`src/rtl/stq_pkg.sv`:
```
// Shared types and constants of the sorted task timer queue.
// Holds the entry and command structs that pass between the controller and the cells.
// No dependencies.
package stq_pkg;

   // default queue depth
   localparam int MAX_TASKS_DEFAULT = 16;

   // field widths fixed by the word layout
   localparam int HANDLE_W = 8;
   localparam int TIME_W   = 16;
   localparam int INDEX_W  = 4;
   localparam int POS_W    = 5;

   // at most this many dispatched tasks are reported by one dispatch
   localparam logic [4:0] OUT_LIMIT = 5'd16;

   // saturation value of the tick and due counters
   localparam logic [TIME_W-1:0] COUNT_MAX = '1;

   typedef enum logic [1:0] {
      ACT_TICK,
      ACT_ADD,
      ACT_DELETE,
      ACT_DISPATCH
   } action_type;

   typedef enum logic [1:0] {
      ST_OK,
      ST_FULL,
      ST_BAD_INDEX
   } status_type;

   // operation broadcast to every cell of the chain
   typedef enum logic [2:0] {
      CELL_HOLD,
      CELL_TICK,
      CELL_INSERT,
      CELL_REMOVE,
      CELL_MARK,
      CELL_CATCHUP
   } cell_op_type;

   // one timer entry as held in a cell
   typedef struct packed {
      logic                valid;
      logic [HANDLE_W-1:0] handle;
      logic [TIME_W-1:0]   delay;
      logic [TIME_W-1:0]   period;
      logic [TIME_W-1:0]   due;
      logic                mark;
   } stq_entry_type;

   // command bus from the controller to the cells
   typedef struct packed {
      cell_op_type         op;
      logic [HANDLE_W-1:0] handle;
      logic [TIME_W-1:0]   delay;
      logic [TIME_W-1:0]   period;
      logic [INDEX_W-1:0]  index;
      logic [TIME_W-1:0]   head_delay;
      logic [TIME_W-1:0]   elapsed;
   } stq_cmd_type;

endpackage

```
`src/rtl/stq_cell.sv`:
```
// One cell of the sorted timer chain: holds a single entry and trades it with its neighbours.
// Depends on stq_pkg for the entry and command structs.
module stq_cell
   import stq_pkg::*;
#(
   parameter int CELL_INDEX = 0
) (
   input  logic          clock,
   input  logic          reset,
   input  stq_cmd_type   cmd,
   input  stq_entry_type left_entry,
   input  logic          left_after,
   input  stq_entry_type right_entry,
   output stq_entry_type entry,
   output logic          after,
   output logic          take_new
);

   stq_entry_type entry_ff;
   stq_entry_type entry_in;
   logic [TIME_W-1:0] tick_delay;

   // a new word with this delay belongs behind this cell's entry
   assign after    = entry_ff.valid && (cmd.delay >= entry_ff.delay);
   assign take_new = left_after && !after;
   assign entry    = entry_ff;

   assign tick_delay = (entry_ff.delay != '0) ? entry_ff.delay - 1'b1 : '0;

   // next entry for each chain operation
   always_comb begin
      entry_in = entry_ff;
      case (cmd.op)
         CELL_TICK: begin
            if (CELL_INDEX == 0 && entry_ff.valid) begin
               entry_in.delay = tick_delay;
               if (tick_delay == '0 && entry_ff.due != COUNT_MAX) begin
                  entry_in.due = entry_ff.due + 1'b1;
               end
            end
         end
         CELL_INSERT: begin
            if (!left_after) begin
               // shift one place towards the tail
               entry_in = left_entry;
            end else if (!after) begin
               entry_in.valid  = 1'b1;
               entry_in.handle = cmd.handle;
               entry_in.delay  = cmd.delay;
               entry_in.period = cmd.period;
               entry_in.due    = '0;
            end
         end
         CELL_REMOVE: begin
            // close the gap from the tail side
            if (CELL_INDEX >= int'(cmd.index)) begin
               entry_in = right_entry;
            end
         end
         CELL_MARK: begin
            entry_in.mark = (entry_ff.delay == cmd.head_delay);
         end
         CELL_CATCHUP: begin
            if (entry_ff.valid) begin
               if (entry_ff.mark) begin
                  entry_in.delay = '0;
                  entry_in.due   = TIME_W'(1);
               end else begin
                  entry_in.delay = (entry_ff.delay >= cmd.elapsed) ?
                                   entry_ff.delay - cmd.elapsed : '0;
               end
            end
         end
         default: begin
            entry_in = entry_ff;
         end
      endcase
   end

   always_ff @(posedge clock) begin
      if (reset) begin
         entry_ff.valid <= 1'b0;
      end else begin
         entry_ff.valid <= entry_in.valid;
      end
      entry_ff.handle <= entry_in.handle;
      entry_ff.delay  <= entry_in.delay;
      entry_ff.period <= entry_in.period;
      entry_ff.due    <= entry_in.due;
      entry_ff.mark   <= entry_in.mark;
   end

endmodule

```
`src/rtl/sorted_task_timer_queue.sv`:
```
// Sorted timer task queue of up to MAX_TASKS entries kept in ascending order of delay, held in a
// row of cells that insert, remove and catch up in parallel under one sequencer. One word is
// handled at a time: a tick and a failed add or delete pass through execute and reply, a good add
// or delete through execute, re-mark and reply, a dispatch with nothing due through execute and
// reply, and one that runs tasks through execute, catch-up, then per task pop, reinsert (periodic
// only), re-mark and reply; a reply waits while an earlier one is held and rsp_tready is low. The
// chain does one operation per cycle and there is a single reply register. The request ready is
// high only while the sequencer is idle. Depends on stq_pkg and stq_cell.
module sorted_task_timer_queue
   import stq_pkg::*;
#(
   parameter int MAX_TASKS = MAX_TASKS_DEFAULT
) (
   input  logic        clock,
   input  logic        reset,
   // request words
   input  logic        req_tvalid,
   output logic        req_tready,
   input  logic [47:0] req_tdata,  // task_handle[7:0], delay[23:8], period[39:24],
                                   // del_index[43:40], zero fill
   input  logic [1:0]  req_tuser,  // action
   // reply words
   output logic        rsp_tvalid,
   input  logic        rsp_tready,
   output logic [23:0] rsp_tdata,  // status[1:0], position[6:2], run_handle[14:7],
                                   // occupancy[19:15], zero fill
   output logic        rsp_tuser,  // ran
   output logic        rsp_tlast
);

   localparam int IdxW   = $clog2(MAX_TASKS);
   localparam int CountW = $clog2(MAX_TASKS + 1);

   typedef enum logic [3:0] {
      S_IDLE,
      S_EXEC,
      S_MARK,
      S_REPLY,
      S_CATCHUP,
      S_POP,
      S_REINSERT,
      S_NEXT,
      S_RUN_REPLY
   } state_type;

   state_type            state_ff;
   action_type           act_ff;
   logic [HANDLE_W-1:0]  handle_ff;
   logic [TIME_W-1:0]    delay_ff;
   logic [TIME_W-1:0]    period_ff;
   logic [INDEX_W-1:0]   index_ff;
   logic [CountW-1:0]    total_ff;
   logic [TIME_W-1:0]    elapsed_ff;
   status_type           status_ff;
   logic [POS_W-1:0]     pos_ff;
   logic [MAX_TASKS-1:0] insert_hot_ff;
   logic [HANDLE_W-1:0]  run_handle_ff;
   logic [TIME_W-1:0]    run_period_ff;
   logic [4:0]           run_count_ff;
   logic                 rsp_tvalid_ff;
   logic [23:0]          rsp_tdata_ff;
   logic                 rsp_tuser_ff;
   logic                 rsp_tlast_ff;

   stq_cmd_type          cmd;
   stq_entry_type        chain_entry [MAX_TASKS];
   logic [MAX_TASKS-1:0] chain_after;
   logic [MAX_TASKS-1:0] chain_take;
   logic [MAX_TASKS-1:0] valid_vec;
   logic                 table_full;
   logic                 bad_index;
   logic                 head_due;
   logic                 run_more;
   logic                 slot_free;
   logic                 reply_load;
   logic [IdxW-1:0]      pos_enc;
   logic                 sorted_ok;

   assign req_tready = (state_ff == S_IDLE);
   assign rsp_tvalid = rsp_tvalid_ff;
   assign rsp_tdata  = rsp_tdata_ff;
   assign rsp_tuser  = rsp_tuser_ff;
   assign rsp_tlast  = rsp_tlast_ff;

   assign table_full = (int'(total_ff) >= MAX_TASKS);
   assign bad_index  = (int'(index_ff) >= int'(total_ff));
   assign head_due   = chain_entry[0].valid && (chain_entry[0].due != '0);
   assign run_more   = head_due && (run_count_ff != OUT_LIMIT);
   assign slot_free  = !rsp_tvalid_ff || rsp_tready;
   assign reply_load = slot_free && (state_ff == S_REPLY || state_ff == S_RUN_REPLY);

   // command broadcast to the chain
   always_comb begin
      cmd.op         = CELL_HOLD;
      cmd.handle     = handle_ff;
      cmd.delay      = delay_ff;
      cmd.period     = period_ff;
      cmd.index      = index_ff;
      cmd.head_delay = chain_entry[0].delay;
      cmd.elapsed    = elapsed_ff;
      case (state_ff)
         S_EXEC: begin
            case (act_ff)
               ACT_TICK:   cmd.op = CELL_TICK;
               ACT_ADD:    cmd.op = table_full ? CELL_HOLD : CELL_INSERT;
               ACT_DELETE: cmd.op = bad_index ? CELL_HOLD : CELL_REMOVE;
               default:    cmd.op = CELL_HOLD;
            endcase
         end
         S_MARK, S_NEXT: cmd.op = CELL_MARK;
         S_CATCHUP:      cmd.op = CELL_CATCHUP;
         S_POP: begin
            cmd.op    = CELL_REMOVE;
            cmd.index = '0;
         end
         S_REINSERT: begin
            cmd.op     = CELL_INSERT;
            cmd.handle = run_handle_ff;
            cmd.delay  = run_period_ff;
            cmd.period = run_period_ff;
         end
         default: cmd.op = CELL_HOLD;
      endcase
   end

   // the chain of cells, head at index 0
   for (genvar i = 0; i < MAX_TASKS; i++) begin : g_cell
      stq_entry_type left_entry;
      stq_entry_type right_entry;
      logic          left_after;

      if (i == 0) begin : g_head
         assign left_entry = '0;
         assign left_after = 1'b1;
      end else begin : g_body
         assign left_entry = chain_entry[i-1];
         assign left_after = chain_after[i-1];
      end

      if (i == MAX_TASKS - 1) begin : g_tail
         assign right_entry = '0;
      end else begin : g_inner
         assign right_entry = chain_entry[i+1];
      end

      stq_cell #(
         .CELL_INDEX (i)
      ) u_cell (
         .clock       (clock),
         .reset       (reset),
         .cmd         (cmd),
         .left_entry  (left_entry),
         .left_after  (left_after),
         .right_entry (right_entry),
         .entry       (chain_entry[i]),
         .after       (chain_after[i]),
         .take_new    (chain_take[i])
      );

      assign valid_vec[i] = chain_entry[i].valid;
   end

   // binary position of the cell that took the new entry
   always_comb begin
      pos_enc = '0;
      for (int i = 0; i < MAX_TASKS; i++) begin
         if (insert_hot_ff[i]) begin
            pos_enc = pos_enc | IdxW'(i);
         end
      end
   end

   // ascending order check over neighbouring cells
   always_comb begin
      sorted_ok = 1'b1;
      for (int i = 1; i < MAX_TASKS; i++) begin
         if (chain_entry[i].valid &&
             (!chain_entry[i-1].valid || chain_entry[i].delay < chain_entry[i-1].delay)) begin
            sorted_ok = 1'b0;
         end
      end
   end

   // sequencer, counters and reply register
   always_ff @(posedge clock) begin
      if (reset) begin
         state_ff      <= S_IDLE;
         total_ff      <= '0;
         elapsed_ff    <= '0;
         run_count_ff  <= '0;
         rsp_tvalid_ff <= 1'b0;
      end else begin
         // reply valid: set when a reply state loads, dropped once taken
         if (reply_load) begin
            rsp_tvalid_ff <= 1'b1;
         end else if (rsp_tready) begin
            rsp_tvalid_ff <= 1'b0;
         end
         unique case (state_ff)
            S_IDLE: begin
               if (req_tvalid) begin
                  act_ff    <= action_type'(req_tuser);
                  handle_ff <= req_tdata[7:0];
                  delay_ff  <= req_tdata[23:8];
                  period_ff <= req_tdata[39:24];
                  index_ff  <= req_tdata[43:40];
                  state_ff  <= S_EXEC;
               end
            end
            S_EXEC: begin
               status_ff     <= (act_ff == ACT_ADD && table_full) ? ST_FULL :
                                (act_ff == ACT_DELETE && bad_index) ? ST_BAD_INDEX : ST_OK;
               pos_ff        <= (act_ff == ACT_ADD && table_full) ? POS_W'(MAX_TASKS) : '0;
               insert_hot_ff <= chain_take;
               unique case (act_ff)
                  ACT_TICK: begin
                     if (total_ff != '0 && elapsed_ff != COUNT_MAX) begin
                        elapsed_ff <= elapsed_ff + 1'b1;
                     end
                     state_ff <= S_REPLY;
                  end
                  ACT_ADD: begin
                     if (table_full) begin
                        state_ff  <= S_REPLY;
                     end else begin
                        if (total_ff == '0) begin
                           elapsed_ff <= '0;
                        end
                        total_ff <= total_ff + 1'b1;
                        state_ff <= S_MARK;
                     end
                  end
                  ACT_DELETE: begin
                     if (bad_index) begin
                        state_ff  <= S_REPLY;
                     end else begin
                        total_ff <= total_ff - 1'b1;
                        state_ff <= S_MARK;
                     end
                  end
                  ACT_DISPATCH: begin
                     run_count_ff <= '0;
                     state_ff     <= head_due ? S_CATCHUP : S_REPLY;
                  end
                  default: state_ff <= S_REPLY;
               endcase
            end
            S_MARK: begin
               if (act_ff == ACT_ADD) begin
                  pos_ff <= POS_W'(pos_enc);
               end
               state_ff <= S_REPLY;
            end
            S_REPLY: begin
               if (slot_free) begin
                  rsp_tdata_ff  <= {4'b0, POS_W'(total_ff), {HANDLE_W{1'b0}}, pos_ff,
                                    status_ff};
                  rsp_tuser_ff  <= 1'b0;
                  rsp_tlast_ff  <= 1'b1;
                  state_ff      <= S_IDLE;
               end
            end
            S_CATCHUP: begin
               state_ff <= S_POP;
            end
            S_POP: begin
               run_handle_ff <= chain_entry[0].handle;
               run_period_ff <= chain_entry[0].period;
               total_ff      <= total_ff - 1'b1;
               state_ff      <= (chain_entry[0].period != '0) ? S_REINSERT : S_NEXT;
            end
            S_REINSERT: begin
               total_ff <= total_ff + 1'b1;
               state_ff <= S_NEXT;
            end
            S_NEXT: begin
               run_count_ff <= run_count_ff + 1'b1;
               state_ff     <= S_RUN_REPLY;
            end
            S_RUN_REPLY: begin
               if (slot_free) begin
                  rsp_tdata_ff  <= {4'b0, POS_W'(total_ff), run_handle_ff, {POS_W{1'b0}},
                                    ST_OK};
                  rsp_tuser_ff  <= 1'b1;
                  rsp_tlast_ff  <= !run_more;
                  if (run_more) begin
                     state_ff <= S_POP;
                  end else begin
                     elapsed_ff <= '0;
                     state_ff   <= S_IDLE;
                  end
               end
            end
            default: state_ff <= S_IDLE;
         endcase
      end
   end

   // the number of occupied cells always equals the task count
   a_count_matches: assert property (@(posedge clock) disable iff (reset)
      $countones(valid_vec) == int'(total_ff))
      else $error("occupied cells disagree with task count");

   // the queue is in ascending order of delay whenever a word may be taken
   a_sorted: assert property (@(posedge clock) disable iff (reset)
      state_ff == S_IDLE |-> sorted_ok)
      else $error("queue out of order");

   // after re-marking, a present head always shares its own delay
   a_head_marked: assert property (@(posedge clock) disable iff (reset)
      (state_ff == S_MARK || state_ff == S_NEXT) |=> (!chain_entry[0].valid || chain_entry[0].mark))
      else $error("head entry not marked");

   // a dispatch never reports more than the limit of tasks
   a_run_limit: assert property (@(posedge clock) disable iff (reset)
      state_ff == S_RUN_REPLY |-> (run_count_ff != '0 && run_count_ff <= OUT_LIMIT))
      else $error("dispatch run count out of range");

endmodule

```
`config.mk`:
```
export PLATFORM = sky130hd
export DESIGN_NAME = sorted_task_timer_queue
export DESIGN_NICKNAME = d
export VERILOG_FILES = /design/src/rtl/stq_pkg.sv /design/src/rtl/stq_cell.sv /design/src/rtl/sorted_task_timer_queue.sv
export SDC_FILE = /design/constraint.sdc
export NUM_CORES = 2
export LEC_CHECK = 0
export ABC_CLOCK_PERIOD_IN_PS = 7500
export BUFFER_PORTS_ARGS = -buffer_cell sky130_fd_sc_hd__buf_2
export CORE_ASPECT_RATIO = 1.4
export CORE_MARGIN = 10
export CORE_UTILIZATION = 40
export DETAILED_ROUTE_END_ITERATION = 10
export PLACE_DENSITY = 0.58
export SLEW_MARGIN = 20
export SYNTH_ARGS = -nofsm -noshare
export SYNTH_HDL_FRONTEND = slang
export SYNTH_SLANG_ARGS = --single-unit
```
`constraint.sdc`:
```
create_clock -name clock -period 7.5 [get_ports clock]
set_input_delay 0.75 -clock clock [delete_from_list [all_inputs] [get_ports clock]]
set_output_delay 0.75 -clock clock [all_outputs]
set_load 0.01 [all_outputs]
```
==> summary.md <==
| Metric | Value |
|---|---|
| CP arrival | `7.12 ns` |
| Worst-path fanout max | `19` |
| Cell count after synthesis | `7541` |
| H-tree lvl count | `3` |
| Register area share after synthesis | `0.442` |
| Final hold vios | `0` |
| Total GRT Usage | `0.265` |
| Most frequent cell after synthesis | `edfxtp_1` |
| Commonest cells in the netlist | `edfxtp_1, nor2_1, a21oi_1, nand2_1, o21ai_0` |
| Worst-margin pin slew | `1.25 ns` |
| Post-route DRC | `0` |
| Iter 0 DRT Violations | `5970` |
| PwrDens | `194 nW/um^2` |
| # fillers | `17.1k` |
| Antenna Nets Post-Route | `0` |
| RSZ-0062 raised after global routing | `false` |
| Number of global-route vias before repair | `59.8k` |
| Initial core utilization | `0.403` |
| Pin count of the biggest net entering global routing | `268` |
| Lkg Pwr | `29.2 nW` |
| Status | `complete, no violations` |
| Setup Viol. Count Final | `0` |
| Library cells used by synthesis | `91` |
| Initial antenna violation count | `6` |
| R2R Setup Slk | `0.80 ns` |
| Average vias per placed instance | `6.16` |
| DRT Pass-1 Iters | `7` |
| First-pass GRT wire length | `392000 um` |
| Setup crit end kind | `register` |
| Post-CTS setup buffers | `0` |
| Peak VDD IR | `0.209 mV` |
| Crit Path Class | `register to register` |
| FMAX | `149 MHz` |
| Pins Over Slew Limit | `0` |
| TritonCTS Buffers | `112` |
| Req. time, crit path | `7.93 ns` |
| Shortest period the worst path allows | `6.70 ns` |
| Tcrit/Tclk final | `0.893` |
| Core area | `178000 um^2` |
| Worst Hold Class | `input pin to register` |
| RePlAce Congestion | `0.986` |
| Layout cell share with drive strength beyond 1 | `0.0774` |
| Total grt overflow | `0` |
| Clock transition at path regs | `0.06 ns` |
| Hpwl dp | `188000 um` |
| Post-synth EDFFs | `1026` |
| DR WL/cell | `27.3 um` |
| YS warnings | `0` |
| Die width | `378 um` |
| Ys async rst share | `0` |
| Max cap viols | `0` |
| IO Count | `82` |
| Setup_tns | `0 ns` |
| Root Driver | `clkbuf_16` |
| Post-CTS Hold Buffers | `0` |
| Die area | `197000 um^2` |
| Worst Skew | `0.0592 ns` |
| Mean Syn Cell Area | `9.52 um^2` |
| Synthesis-to-layout area growth | `10.3%` |
| Fin nets | `8073` |
| Total number of vias | `60.9k` |
| Post-Synthesis Cell Area | `71800 um^2` |
| Final wirelength | `270000 um` |
| Number of buffers added on ports | `73` |
| Die height | `521 um` |
| Post-CTS sizing | `0` |
| Ys flop type | `edfxtp_1` |
| Yosys reg bits | `1073` |
| Area contributors post-synth | `edfxtp_1, ha_1, a21oi_1` |
| Area of the multi-input gates | `37200 um^2` |
| Synth top area share | `0.429` |
| Skew-Pair Late Insertion Delay | `0.83 ns` |
| Synth area leader | `edfxtp_1` |
| Reg area | `31800 um^2` |
| Hold Slack | `0.117 ns` |
| CTS Buffer Depth | `3` |
| TritonCTS clock tree | `built` |
| Row count | `183` |
| Worst slew margin | `0.161` |
| Clock sinks | `1073` |
| Startpoint type of the worst setup path | `register` |
-- area by class of cell --
cell class	instances	share of cell area
inverters	398	0.0189
multi-input cells	5605	0.470
repair buffers	287	0.0259
well taps	2312	0.0365
clock inverters	70	0.00972
diodes	2	0.0000632
clock buffers	142	0.0376
flip-flops and latches	1073	0.401
-- report_power, final --
part / switching, mW / internal, mW
registers: 0.276 / 6.94
logic: 1.51 / 0.794
clock network: 2.64 / 3.21
total: 4.43 / 10.9
-- flip-flops by register name, indices dropped and copies added (netlist names), 5 cells and up --
register / count
period_ff: 16
total_ff: 5
insert_hot_ff: 15
run_handle_ff: 8
run_count_ff: 5
run_period_ff: 16
delay_ff: 16
elapsed_ff: 16
rsp_tdata: 20
g_cell.u_cell.entry: 928
pos_ff: 5
handle_ff: 8
-- final timing paths --
kind              depth (start not counted)                  startpoint                         end
setup / recovery                         14                 state_ff[3]  g_cell[2].u_cell.entry[37]
hold / removal                            1                req_tdata[5]                handle_ff[5]
hold reg to reg                           0  g_cell[0].u_cell.entry[52]            run_handle_ff[3]
setup reg to reg                         14                 state_ff[3]  g_cell[2].u_cell.entry[37]
-- cells in the final DEF, fill, tap and decap left out, drive strengths merged, types with 213 or more instances in the layout --
cell type	synthesis	routed
a21oi	751	751
a22o	213	213
buf	141	287
edfxtp	1026	1026
ha	526	526
inv	398	402
nand2	697	697
nor2	761	761
o21ai	631	631
xor2	331	331
-- logic make-up (layout without fill, tap and decap cells) --
| logic type | count (synthesis) | after routing | share of synthesized area |
|---|---|---|---|
| other cells | 1 | 6 | 0.0000522 |
| compound gates | 2468 | 2468 | 0.223 |
| flops | 1073 | 1073 | 0.442 |
| mux | 33 | 33 | 0.00460 |
| simple gates | 2078 | 2078 | 0.128 |
| xor+xnor | 480 | 480 | 0.0586 |
| fa+ha+maj | 542 | 542 | 0.0961 |
| buf+inv | 866 | 897 | 0.0473 |
-- metal layers --
metal	vias up	routed length, um	GRT usage	share of wire
met3	845	20000	0.0464	0.074
met4	2	22800	0.196	0.084
met5	-	14	0	0.000052
met2	2635	124000	0.430	0.46
li1	27900	-	-	-
met1	29600	103000	0.315	0.38
-- metrics by stage --
| step | instance area (um^2) | total power, mW | setup WS (ns) | std cells | utilization |
|---|---|---|---|---|---|
| finish | 79200 | 15.4 | 0.802 | 9889 | 0.444 |
| global route | 79200 | 15.9 | 0.650 | 9888 | 0.444 |
| CTS | 79100 | 15.4 | 0.979 | 9887 | 0.444 |
| detailed placement | 75400 | 9.58 | 1.03 | 9675 | 0.423 |
| global placement | 75400 | 9.53 | 0.912 | 9675 | 0.423 |
| floorplan | 71800 | 8.68 | 1.01 | 7544 | - |
-- critical path: stages (launching register included) --
cell       delay (ns)
dfxtp_1          0.30
buf_4            0.18
nor2_1           0.42
nand3_2          0.68
a21oi_4          1.14
buf_4            0.26
ha_1             0.22
nand2b_1         0.14
a21o_1           0.18
a21oi_1          0.13
o21ai_0          0.24
a2111oi_0        0.86
o21ai_4          0.26
a31oi_4          0.62
a21o_1           0.63
Note: power is estimated with default switching activity, not from simulation.
